## config.mk

```make
export PLATFORM = sky130hd
export DESIGN_NAME = fdr_sqrt_chain
export DESIGN_NICKNAME = d
export VERILOG_FILES = /design/src/rtl/fdr_sqrt_cell.sv /design/src/rtl/fdr_sqrt_chain.sv
export SDC_FILE = /design/constraint.sdc
export NUM_CORES = 1
export LEC_CHECK = 0
export ABC_CLOCK_PERIOD_IN_PS = 4600
export BUFFER_PORTS_ARGS = -buffer_cell sky130_fd_sc_hd__buf_2
export CORE_ASPECT_RATIO = 2
export CORE_MARGIN = 1
export CORE_UTILIZATION = 65
export DETAILED_ROUTE_END_ITERATION = 6
export PLACE_DENSITY_LB_ADDON = 0.1
export SYNTH_ARGS = -nofsm -noshare
export SYNTH_HDL_FRONTEND = slang
export SYNTH_SLANG_ARGS = --single-unit
export TNS_END_PERCENT = 10
```

## constraint.sdc

```tcl
create_clock -name clk -period 4.6 [get_ports clk]
set_input_delay 0.46 -clock clk [delete_from_list [all_inputs] [get_ports clk]]
set_output_delay 0.46 -clock clk [all_outputs]
set_load 0.005 [all_outputs]
```

## src/rtl/fdr_sqrt_cell.sv

```systemverilog
module fdr_sqrt_cell #(
    parameter int RW = 17,
    parameter int B  = 0,
    parameter int SW = 1
) (
    input  logic            clk,
    input  logic            rst_n,
    input  logic            en,
    input  logic            vld_in,
    input  logic [2*RW-1:0] rem_in,
    input  logic [RW-1:0]   res_in,
    input  logic [SW-1:0]   side_in,
    output logic            vld_out,
    output logic [2*RW-1:0] rem_out,
    output logic [RW-1:0]   res_out,
    output logic [SW-1:0]   side_out
);

    localparam int CW = 2 * RW;

    logic          vld_reg;
    logic [CW-1:0] rem_reg, rem_next;
    logic [RW-1:0] res_reg, res_next;
    logic [SW-1:0] side_reg;
    logic [CW-1:0] trial;
    logic          take;

    // rem holds v - res^2; setting bit B adds res*2^(B+1) + 2^(2B)
    always_comb
    begin
        trial    = (CW'(res_in) << (B + 1)) | (CW'(1) << (2 * B));
        take     = rem_in >= trial;
        rem_next = take ? rem_in - trial : rem_in;
        res_next = res_in | (take ? (RW'(1) << B) : '0);
    end

    always_ff @(posedge clk or negedge rst_n)
    begin
        if (!rst_n)
        begin
            vld_reg <= 1'b0;
        end
        else if (en)
        begin
            vld_reg <= vld_in;
        end
    end

    always_ff @(posedge clk)
    begin
        if (en)
        begin
            rem_reg  <= rem_next;
            res_reg  <= res_next;
            side_reg <= side_in;
        end
    end

    assign vld_out  = vld_reg;
    assign rem_out  = rem_reg;
    assign res_out  = res_reg;
    assign side_out = side_reg;

endmodule

```

## src/rtl/fdr_sqrt_chain.sv

```systemverilog
module fdr_sqrt_chain #(
    parameter int RW = 17,
    parameter int SW = 1
) (
    input  logic            clk,
    input  logic            rst_n,
    input  logic            en,
    input  logic            vld_in,
    input  logic [2*RW-1:0] val_in,
    input  logic [SW-1:0]   side_in,
    output logic            vld_out,
    output logic [RW-1:0]   root_out,
    output logic [SW-1:0]   side_out
);

    logic            vld_w  [RW+1];
    logic [2*RW-1:0] rem_w  [RW+1];
    logic [RW-1:0]   res_w  [RW+1];
    logic [SW-1:0]   side_w [RW+1];

    assign vld_w[0]  = vld_in;
    assign rem_w[0]  = val_in;
    assign res_w[0]  = '0;
    assign side_w[0] = side_in;

    for (genvar k = 0; k < RW; k++)
    begin : g_cell
        fdr_sqrt_cell #(
            .RW(RW),
            .B (RW - 1 - k),
            .SW(SW)
        ) u_cell (
            .clk     (clk),
            .rst_n   (rst_n),
            .en      (en),
            .vld_in  (vld_w[k]),
            .rem_in  (rem_w[k]),
            .res_in  (res_w[k]),
            .side_in (side_w[k]),
            .vld_out (vld_w[k+1]),
            .rem_out (rem_w[k+1]),
            .res_out (res_w[k+1]),
            .side_out(side_w[k+1])
        );
    end

    assign vld_out  = vld_w[RW];
    assign root_out = res_w[RW];
    assign side_out = side_w[RW];

endmodule

```

# Word level (Yosys, flattened, before mapping)
# Cells that the tools add are included.
[word_totals] reg_bits=867 elab_cells=149
[op_classes] n_addsub=16 n_lt_le_gt_ge=17 muxes=33 bitwise_logic=16
[ops] cell="two-way mux 34 bit" count=16
[ops] cell="OR 17 bit" count=16
[ops] cell="greater-or-equal comparator 34 x 18 -> 1 bit" count=1
[ops] cell="greater-or-equal comparator 34 x 19 -> 1 bit" count=1
[ops] cell="greater-or-equal comparator 34 x 20 -> 1 bit" count=1
[ops] cell="greater-or-equal comparator 34 x 21 -> 1 bit" count=1
[ops] cell="greater-or-equal comparator 34 x 22 -> 1 bit" count=1
[ops] cell="greater-or-equal comparator 34 x 23 -> 1 bit" count=1
[ops] cell="greater-or-equal comparator 34 x 24 -> 1 bit" count=1
[ops] cell="greater-or-equal comparator 34 x 25 -> 1 bit" count=1
[ops] cell="greater-or-equal comparator 34 x 26 -> 1 bit" count=1
[ops] cell="greater-or-equal comparator 34 x 27 -> 1 bit" count=1
[ops] cell="greater-or-equal comparator 34 x 28 -> 1 bit" count=1
[ops] cell="greater-or-equal comparator 34 x 29 -> 1 bit" count=1
[ops] cell="greater-or-equal comparator 34 x 30 -> 1 bit" count=1
[ops] cell="greater-or-equal comparator 34 x 31 -> 1 bit" count=1
[ops] cell="greater-or-equal comparator 34 x 32 -> 1 bit" count=1
[ops] cell="greater-or-equal comparator 34 x 33 -> 1 bit" count=1
[ops] cell="greater-or-equal comparator 34 x 33 -> 1 bit (second input constant)" count=1
[ops] cell="subtractor 34 x 19 -> 34 bit" count=1
[ops] cell="subtractor 34 x 20 -> 34 bit" count=1
[ops] cell="subtractor 34 x 21 -> 34 bit" count=1
[ops] cell="subtractor 34 x 22 -> 34 bit" count=1
[ops] cell="subtractor 34 x 23 -> 34 bit" count=1
[ops] cell="other kinds (28)" count=28

# Depth between registers and ports, before layout
# Gate-level depths: netlist of run 1.
[logic_depth] ltp_word=3 mapped_depth=12 ltp_nobuf=9

# Cells and area by module
# Synthesis of run 1 repeated with hierarchy kept, for this count alone.
[hier_totals] hier_cells=4361 hier_area_um2=50334.5
[modules_own_cells] module="fdr_sqrt_cell at g_cell[16].u_cell" n_inst=1 cells_per_inst=311 area_per_inst_um2=3258.1 seq_area_each_um2=1586.5
[modules_own_cells] module="fdr_sqrt_cell at g_cell[15].u_cell" n_inst=1 cells_per_inst=293 area_per_inst_um2=3104.2 seq_area_each_um2=1586.5
[modules_own_cells] module="fdr_sqrt_cell at g_cell[14].u_cell" n_inst=1 cells_per_inst=263 area_per_inst_um2=3083.0 seq_area_each_um2=1586.5
[modules_own_cells] module="fdr_sqrt_cell at g_cell[12].u_cell" n_inst=1 cells_per_inst=275 area_per_inst_um2=3047.9 seq_area_each_um2=1586.5
[modules_own_cells] module="fdr_sqrt_cell at g_cell[13].u_cell" n_inst=1 cells_per_inst=289 area_per_inst_um2=3032.9 seq_area_each_um2=1586.5
[modules_own_cells] module="fdr_sqrt_cell at g_cell[8].u_cell" n_inst=1 cells_per_inst=263 area_per_inst_um2=3011.6 seq_area_each_um2=1586.5
[modules_own_cells] module="fdr_sqrt_cell at g_cell[11].u_cell" n_inst=1 cells_per_inst=270 area_per_inst_um2=3000.4 seq_area_each_um2=1586.5
[modules_own_cells] module="fdr_sqrt_cell at g_cell[10].u_cell" n_inst=1 cells_per_inst=245 area_per_inst_um2=2996.6 seq_area_each_um2=1586.5
[modules_own_cells] module="fdr_sqrt_cell at g_cell[9].u_cell" n_inst=1 cells_per_inst=266 area_per_inst_um2=2980.4 seq_area_each_um2=1586.5
[modules_own_cells] module="fdr_sqrt_cell at g_cell[4].u_cell" n_inst=1 cells_per_inst=255 area_per_inst_um2=2932.8 seq_area_each_um2=1586.5
[modules_own_cells] module="fdr_sqrt_cell at g_cell[5].u_cell" n_inst=1 cells_per_inst=249 area_per_inst_um2=2924.1 seq_area_each_um2=1586.5
[modules_own_cells] module="fdr_sqrt_cell at g_cell[3].u_cell" n_inst=1 cells_per_inst=247 area_per_inst_um2=2911.5 seq_area_each_um2=1586.5
[modules_own_cells] module="fdr_sqrt_cell at g_cell[6].u_cell" n_inst=1 cells_per_inst=248 area_per_inst_um2=2894.0 seq_area_each_um2=1586.5
[modules_own_cells] module="fdr_sqrt_cell at g_cell[7].u_cell" n_inst=1 cells_per_inst=214 area_per_inst_um2=2874.0 seq_area_each_um2=1586.5
[modules_own_cells] module="+4 rows"

# Least setup slack after synthesis of run 1
# Ideal clock, no wire load.
[synth_timing] path_kind="flip-flop to flip-flop" start="reg g_cell[10].u_cell.rem_reg[12]" end="reg g_cell[11].u_cell.rem_reg[32] (data pin)" arrival_ns=2.449 setup_slack_ns=1.885 stages_incl_launch_ff=10 n_path_buf=1 synth_period_minus_slack_ns=2.715 path_cell_list="edfxtp_1 -> ha_1 -> or4b_2 -> nor4_1 -> nand4_1 -> a21o_1 -> a21bo_2 -> buf_2 -> nor4b_4 -> xor2_1"
[synth_via] elab_chain_cells=2 word_cells_on_any_way=3 cone_classes="add/sub (1); order compare (1); mux (1)"
[synth_rtl] element="start: declaration" line="fdr_sqrt_cell.sv:22" text="logic [CW-1:0] rem_reg, rem_next;"
[synth_rtl] element="start signal: assignment" line="fdr_sqrt_cell.sv:53" text="rem_reg <= rem_next;"
[synth_rtl] element="subtractor 34 x 23 -> 34 bit or greater-or-equal comparator 34 x 23 -> 1 bit (tied branches)" line="fdr_sqrt_cell.sv:33, fdr_sqrt_cell.sv:32"
[synth_rtl] element="two-way mux 34 bit *" line="fdr_sqrt_cell.sv:33" text="rem_next = take ? rem_in - trial : rem_in;"
[synth_rtl] element="via g_cell[11].u_cell.rem_next[32]" line="fdr_sqrt_cell.sv:22"
[synth_rtl] element="end signal: assignment" line="fdr_sqrt_cell.sv:53"
[synth_rtl] element="end: declaration" line="fdr_sqrt_cell.sv:22"
# The timed path passes the listed nets; every way through them passes the cells marked *.
# A chain may end at the register's enable or synchronous reset.

# Worst setup path in the final report of run 1
[layout_timing] start="reg g_cell[14].u_cell.rem_reg[15]" end="reg g_cell[15].u_cell.rem_reg[32] (data pin)"
[layout_via] elab_chain_cells=2 word_cells_on_any_way=3 cone_classes="add/sub (1); order compare (1); mux (1)"
[layout_rtl] element="start: declaration" line="fdr_sqrt_cell.sv:22"
[layout_rtl] element="start signal: assignment" line="fdr_sqrt_cell.sv:53"
[layout_rtl] element="subtractor 34 x 19 -> 34 bit or greater-or-equal comparator 34 x 19 -> 1 bit (tied branches)" line="fdr_sqrt_cell.sv:33, fdr_sqrt_cell.sv:32"
[layout_rtl] element="two-way mux 34 bit *" line="fdr_sqrt_cell.sv:33"
[layout_rtl] element="via g_cell[15].u_cell.rem_next[32]" line="fdr_sqrt_cell.sv:22"
[layout_rtl] element="end signal: assignment" line="fdr_sqrt_cell.sv:53"
[layout_rtl] element="end: declaration" line="fdr_sqrt_cell.sv:22"
# Marks and branches as above.

==> results of run 1 <==
layer usage:
layer  vias to the layer above  routed length [um]  GRT usage, %
met2                       661               50930         67.76
met4                         0               10240         33.39
met5                         -                   0             0
met3                       377                2874         4.444
met1                     10440               21670         22.65
li1                      10060                   -             -
registers in the layout, summed over array words and instances (netlist names):
signal	flops
g_cell.u_cell.rem_out	544
g_cell.u_cell.res_out	153
g_cell.u_cell.vld_out	17
g_cell.u_cell.side_out	17
worst reg2reg max path, delay by kind of cell (launching register included):
| family | cells | cell delay, ps |
|---|---|---|
| adders and majority gates | 1 | 440 |
| DFF | 1 | 430 |
| AOI/OAI and AO/OA | 1 | 900 |
| xor gates and xnor gates | 1 | 110 |
| and+or+nand+nor | 5 | 2390 |
cells in the final DEF (no fill, tap or decap), types with 29 or more instances in the layout:
cell             n
nor3_1          72
nor2_1         146
dlygate4sd3_1   34
nor4_1          79
edfxtp_1       714
clkbuf_16       63
inv_1          196
nand2_1        184
o21ai_0        156
xnor2_1        107
ha_1           166
o21a_1          29
xor2_1         120
nand2b_1        33
buf_2           56
nand4_1         37
a21oi_1        124
nand3_1         48
mux2_2          32
cell type report:
type	count	area (sq um)
antenna	1	2.502
clock buffer	74	1638
clock inverter	36	519.2
fill	3226	13960
inverter	196	735.7
multi-input combinational	1652	11330
sequential	731	21870
tap	660	825.8
timing repair buffer	123	950.9
cells by family (layout without fill, tap and decap cells):
logic type	Yosys count	after routing	share of synthesized area, %
simple gates	768	768	11.84
other cells	0	1	0
mux	41	41	1.333
xor+xnor	227	227	5.819
fa+ha+maj	166	166	6.079
compound gates	450	450	8.028
buf+inv	243	429	2.897
flops	731	731	64.00
stage by stage:
| step | instance area [sq um] | utilization [%] | hold WS, ps |
|---|---|---|---|
| 3_3_place_gp | 35360 | 68.24 | 379.7 |
| 2_1_floorplan | 34170 | - | 164.4 |
| 4_1_cts | 37860 | 73.06 | 28.23 |
| 3_5_place_dp | 35360 | 68.24 | 390.9 |
| 6_report | 37860 | 73.06 | 47.91 |
| 5_1_grt | 37860 | 73.06 | 53.83 |
power by group through the flow:
| stage | Sequential (mW) | Combinational [mW] | Clock [mW] |
|---|---|---|---|
| 2_1_floorplan | 8.86 | 2.15 | 0 |
| 5_1_grt | 9.10 | 3.46 | 5.88 |
| 4_1_cts | 9.01 | 3.14 | 5.62 |
| 6_report | 9.02 | 3.18 | 5.59 |
| 3_5_place_dp | 9.14 | 3.09 | 0 |
| 3_3_place_gp | 9.10 | 2.98 | 0 |
worst paths after layout:
path                                               startpoint                       endpoint  slack (ps)  cells past startpoint
min in group asynchronous                               rst_n      g_cell[13].u_cell.vld_out         250                      2
max in group asynchronous                               rst_n       g_cell[4].u_cell.vld_out        4090                      2
worst min register to register      g_cell[0].u_cell.side_out      g_cell[1].u_cell.side_out         420                      0
worst max-delay path            g_cell[14].u_cell.rem_out[15]  g_cell[15].u_cell.rem_out[32]          50                      8
worst min-delay path                                   vld_in       g_cell[0].u_cell.vld_out          50                      2
worst max register to register  g_cell[14].u_cell.rem_out[15]  g_cell[15].u_cell.rem_out[32]          50                      8
what timing repair did:
| item | in CTS | in global routing |
|---|---|---|
| hold endpoints to repair | 50 | 0 |
| setup buffers | 0 | 0 |
| hold buffers | 34 | 0 |
==> run metrics, run 1 <==
status=finished, violations left; failing checks=design-rule violations, max-capacitance violations, max-slew violations; Buf+Inv Stages, Crit Path=0; nets=2968; CP dominant cell by count=nor4_1; synth top area cells=edfxtp_1 63%, ha_1 6.1%, xor2_1 3.1%; vias in the first global route=about 23000; Clk pwr share=31.4%; Slew headroom=-0.2824%; TritonCTS buffer count=59; NetSw=4.996 mW; Die Y=326.2 um; minimum clock period=approximately 4600 ps; Int Pwr=12.79 mW; share of cells above drive strength 1=8.926%; routed len/inst=roughly 25 um; Worst Path Required=between 4000 and 5000 ps; top cells by count, synth=714 x edfxtp_1, 196 x inv_1, 184 x nand2_1, 166 x ha_1, 156 x o21ai_0; Distinct cells, synth=80; FF+latch count, synth=731; post-synthesis area per instance=between 10 and 15 sq um; final max-slew violation count=1; post-synthesis async set-or-reset flop share=2.326%; power density over cell area=roughly 470 nW/um^2; P&R area growth vs syn=10.83%; DRC violations left=2; vias per inst=6.202; PortBufs=57; First DRT Iteration DRCs=1355; Hold WC Path Type=input port to flip-flop; Leak Pwr=14.20 nW; Post-Syn Area=between 30000 and 40000 sq um; dominant cell type by area after synthesis=edfxtp_1; number of enable flip-flop cells after synthesis=714; ys flop type=edfxtp_1; CP delay by family, top=simple AND/OR/NAND/NOR gates; core footprint=51820 sq um; Slew @ Worst Pin=approximately 1500 ps; arrival time at the worst endpoint=a little under 5000 ps; vias after detailed routing=21540; VDD IR-drop max=447.6 uV; area share of the largest cell type after synthesis=between 60% and 70%; Overall Global Routing Usage=around a third; YS warnings=0; Antenna Violating Nets Remaining=0; Initial Util=approximately two thirds; Post-Syn Nets=~2800; part of the cycle the worst path needs=a little over nine tenths; crit-path max FO=7; Root Buffer=clkbuf_16; Reg clk slew, reported paths=70 ps; RSZ-0062 raised after global routing=false; TritonCTS clock tree=done; Max-Cap Viols=1; drt pass-1 iters=7; clock latency on the worst-skew pair=660 ps; count leader, synth=edfxtp_1; Routed Wire Length=85.71 mm; pin count of the biggest net entering global routing=110; Post-CTS Resized=0; Die ar.=roughly 54000 sq um; Syn Inst Count=2626; Max Fclk=around 220 MHz; Hold Fails Final Rpt=0; first-pass GRT wire length=127.6 mm; Post-Place Worst Slack=around 250 ps; CP Cell Sequence=ha_1, nand3_1, nor4_1, nand4_1, o31ai_1, nand3b_1, nor4_1, xor2_1; Congestion Overflow GR=0; Setup Skew=31.79 ps; GPL Wtd Cong=0.9336; CP peak stage delay=1180 ps; sw frac=28.09%; type of the worst setup path=flip-flop to flip-flop; clk buf depth=3; Final WS setup=roughly 48 ps; Seq/Total Area, Yosys=~64%; CP Launch Type=flip-flop; initial antenna violation count=1; dpl hpwl=63.14 mm; Worst Setup End Kind=flip-flop; CP max stage cell=nor4_1; clock sink count=731; setup tns final=0 ps; total power=about 18 mW; num rows=118; Comb pwr share=17.9%; I/O pin cnt=58; CTS HTree Levels=2; post-route insts no fill=3473; Inst Count DP=3328; # setup viols final=0; sequential share of power=50.7%; Die W=164.1 um
Power figures use the tool's default switching activity.
==> inputs of run 2 (changes only) <==
- MAX_ROUTING_LAYER: unset -> met4
==> run 2 against run 1 <==
The run now ends clean. Routed wire length fell by 3.0%. Register-to-register slack improved by 470 ps. Sequential share of layout area rose by 0.27 points. Clock skew rose by 13 ps. Combinational power fell by 2%.
==> run metrics, run 2 (synthesis results as in run 1) <==
status=completed; initial antenna violation count=2 (+1); Die Y=326.2 um (unchanged); power density over cell area=461.7 nW/um^2 (-1.7%); crit path to=g_cell[10].u_cell.rem_out[21]; max reg flops=544 (unchanged); total power=17.40 mW (-2.2%); TritonCTS clock tree=done; Inst Count DP=3325 (-0.090%); CP delay by family, top=simple AND/OR/NAND/NOR gates; Initial Util=65.93% (unchanged); PortBufs=57 (unchanged); Worst Setup End Kind=flip-flop; crit path from=g_cell[9].u_cell.rem_out[19]; commonest non-fill, non-tap cell in the layout=edfxtp_1; pin count of the biggest net entering global routing=118 (+7.3%); GPL Wtd Cong=0.9679 (+3.7%); TritonCTS buffer count=59 (unchanged); crit-path max FO=14 (+7); type of the worst setup path=flip-flop to flip-flop; setup tns final=0 ps (unchanged); core footprint=51820 sq um (unchanged); Post-CTS Resized=0 (unchanged); minimum clock period=4081 ps (-471.7 ps); R2R Setup Slk=520 ps (+470 ps); drt pass-1 iters=5 (-2); Root Buffer=clkbuf_16; Hold Fails Final Rpt=0 (unchanged); CTS HTree Levels=2 (unchanged); # setup viols final=0 (unchanged); clk buf depth=3 (unchanged); FF-to-FF End=g_cell[10].u_cell.rem_out[21]; routed len/inst=23.94 um (-3.0%); Hold WC Path Type=input port to flip-flop; clock latency on the worst-skew pair=660 ps (about the same); First DRT Iteration DRCs=1330 (-1.8%); cell area after layout=37690 sq um (-0.46%); share of cells above drive strength 1=8.822% (-0.10 points); commonest non-fill, non-tap cells in the layout=714 x edfxtp_1, 196 x inv_1, 184 x nand2_1; Congestion Overflow GR=0 (unchanged); fill count=3255 (+0.90%); Reg clk slew, reported paths=70 ps (about the same); Setup Skew=44.40 ps (+12.61 ps); vias after detailed routing=21570 (+0.15%); vias in the first global route=23160 (-1.1%); Antenna Violating Nets Remaining=0 (unchanged); post-layout util=72.73% (-0.34 points); P&R area growth vs syn=10.31%; CP peak stage delay=1070 ps (-110 ps); Buf+Inv Stages, Crit Path=2 (+2); vias per inst=6.213 (+0.18%); cts hold-fix bufs=34 (unchanged); Die ar.=53540 sq um (unchanged); nets=2968 (unchanged); dpl hpwl=61.86 mm (-2.0%); part of the cycle the worst path needs=88.71% (-10 points); post-route insts no fill=3472 (-0.029%); multi-input logic area=11340 sq um (+0.11%); CP Cell Sequence=ha_1, a21oi_1, o22ai_1, nor4_1, nand3_1, buf_4, buf_4, nor2_1, a21oi_1; CP Launch Type=flip-flop; Slew headroom=5.271% (+5.6 points); Max-Cap Viols=0 (-1); VDD IR-drop max=425.9 uV (-4.9%); Worst Path Required=4970 ps (about the same); final max-slew violation count=0 (-1); DP Area=35340 sq um (about the same); Die W=164.1 um (unchanged); FF+latch area=21870 sq um (unchanged); clock sink count=731 (unchanged); arrival time at the worst endpoint=4450 ps (-470 ps); Slew @ Worst Pin=1408 ps (-80.56 ps); WP depth=9 (+1); Overall Global Routing Usage=32.86% (-0.27 points); setup bufs post-CTS=0 (unchanged); Routed Wire Length=83.11 mm (-3.0%); Reg-to-Reg Start=g_cell[9].u_cell.rem_out[19]; CP max stage cell=nor4_1; Max Fclk=245.1 MHz (+12%); first-pass GRT wire length=123.4 mm (-3.3%); num rows=118 (unchanged); R2R depth=9 (+1); RSZ-0062 raised after global routing=false; DRC violations left=0 (-2); Leak Pwr=14.13 nW (-0.53%); I/O pin cnt=58 (unchanged)
-- run 2: final cells by class --
| cell class | instances | share of cell area, % |
|---|---|---|
| multi-input combinational | 1652 | 30.08 |
| tap | 660 | 2.191 |
| timing repair buffer | 123 | 2.483 |
| antenna | 1 | 0.006640 |
| sequential | 731 | 58.02 |
| inverter | 196 | 1.952 |
| clock buffer | 67 | 3.997 |
| clock inverter | 42 | 1.268 |
-- run 2: per-layer routing --
layer	GRT usage [%]	up-vias	part of all wire (%)
met5	-	-	0
met4	36.25	0	13
met3	4.241	444	3.3
met2	64.44	727	59
met1	20.77	10350	25
li1	-	10060	-
-- run 2: how the worst min path moves through the flow --
stage / from / to / slack, ps / cells past startpoint
CTS: vld_in / g_cell[0].u_cell.vld_out / 20 / 2
finish: vld_in / g_cell[0].u_cell.vld_out / 40 / 2
floorplan: rst_n / g_cell[0].u_cell.vld_out / 160 / 0
global placement: rst_n / g_cell[13].u_cell.vld_out / 380 / 1
detailed placement: rst_n / g_cell[8].u_cell.vld_out / 380 / 1
global route: vld_in / g_cell[0].u_cell.vld_out / 40 / 2
-- run 2: worst register-to-register path, stage by stage, from the launching register on --
cell,delay [ps]
edfxtp_1,400
ha_1,350
a21oi_1,270
o22ai_1,220
nor4_1,1070
nand3_1,690
buf_4,430
buf_4,190
nor2_1,100
a21oi_1,60
-- run 2: metrics by stage --
stage          worst slack [ps]  hold slack (ps)
2_1_floorplan              1885            164.4
6_report                  519.4            35.68
3_5_place_dp              842.7            382.2
3_3_place_gp              909.7            381.9
5_1_grt                   648.6            42.81
4_1_cts                   799.1            17.93
-- run 2: where the power goes --
group / leakage [nW] / internal (mW) / switching (mW)
Sequential: 7.05 / 8.38 / 0.639
Clock: 0.966 / 2.83 / 2.43
Combinational: 6.11 / 1.27 / 1.84
Total: 14.1 / 12.5 / 4.91
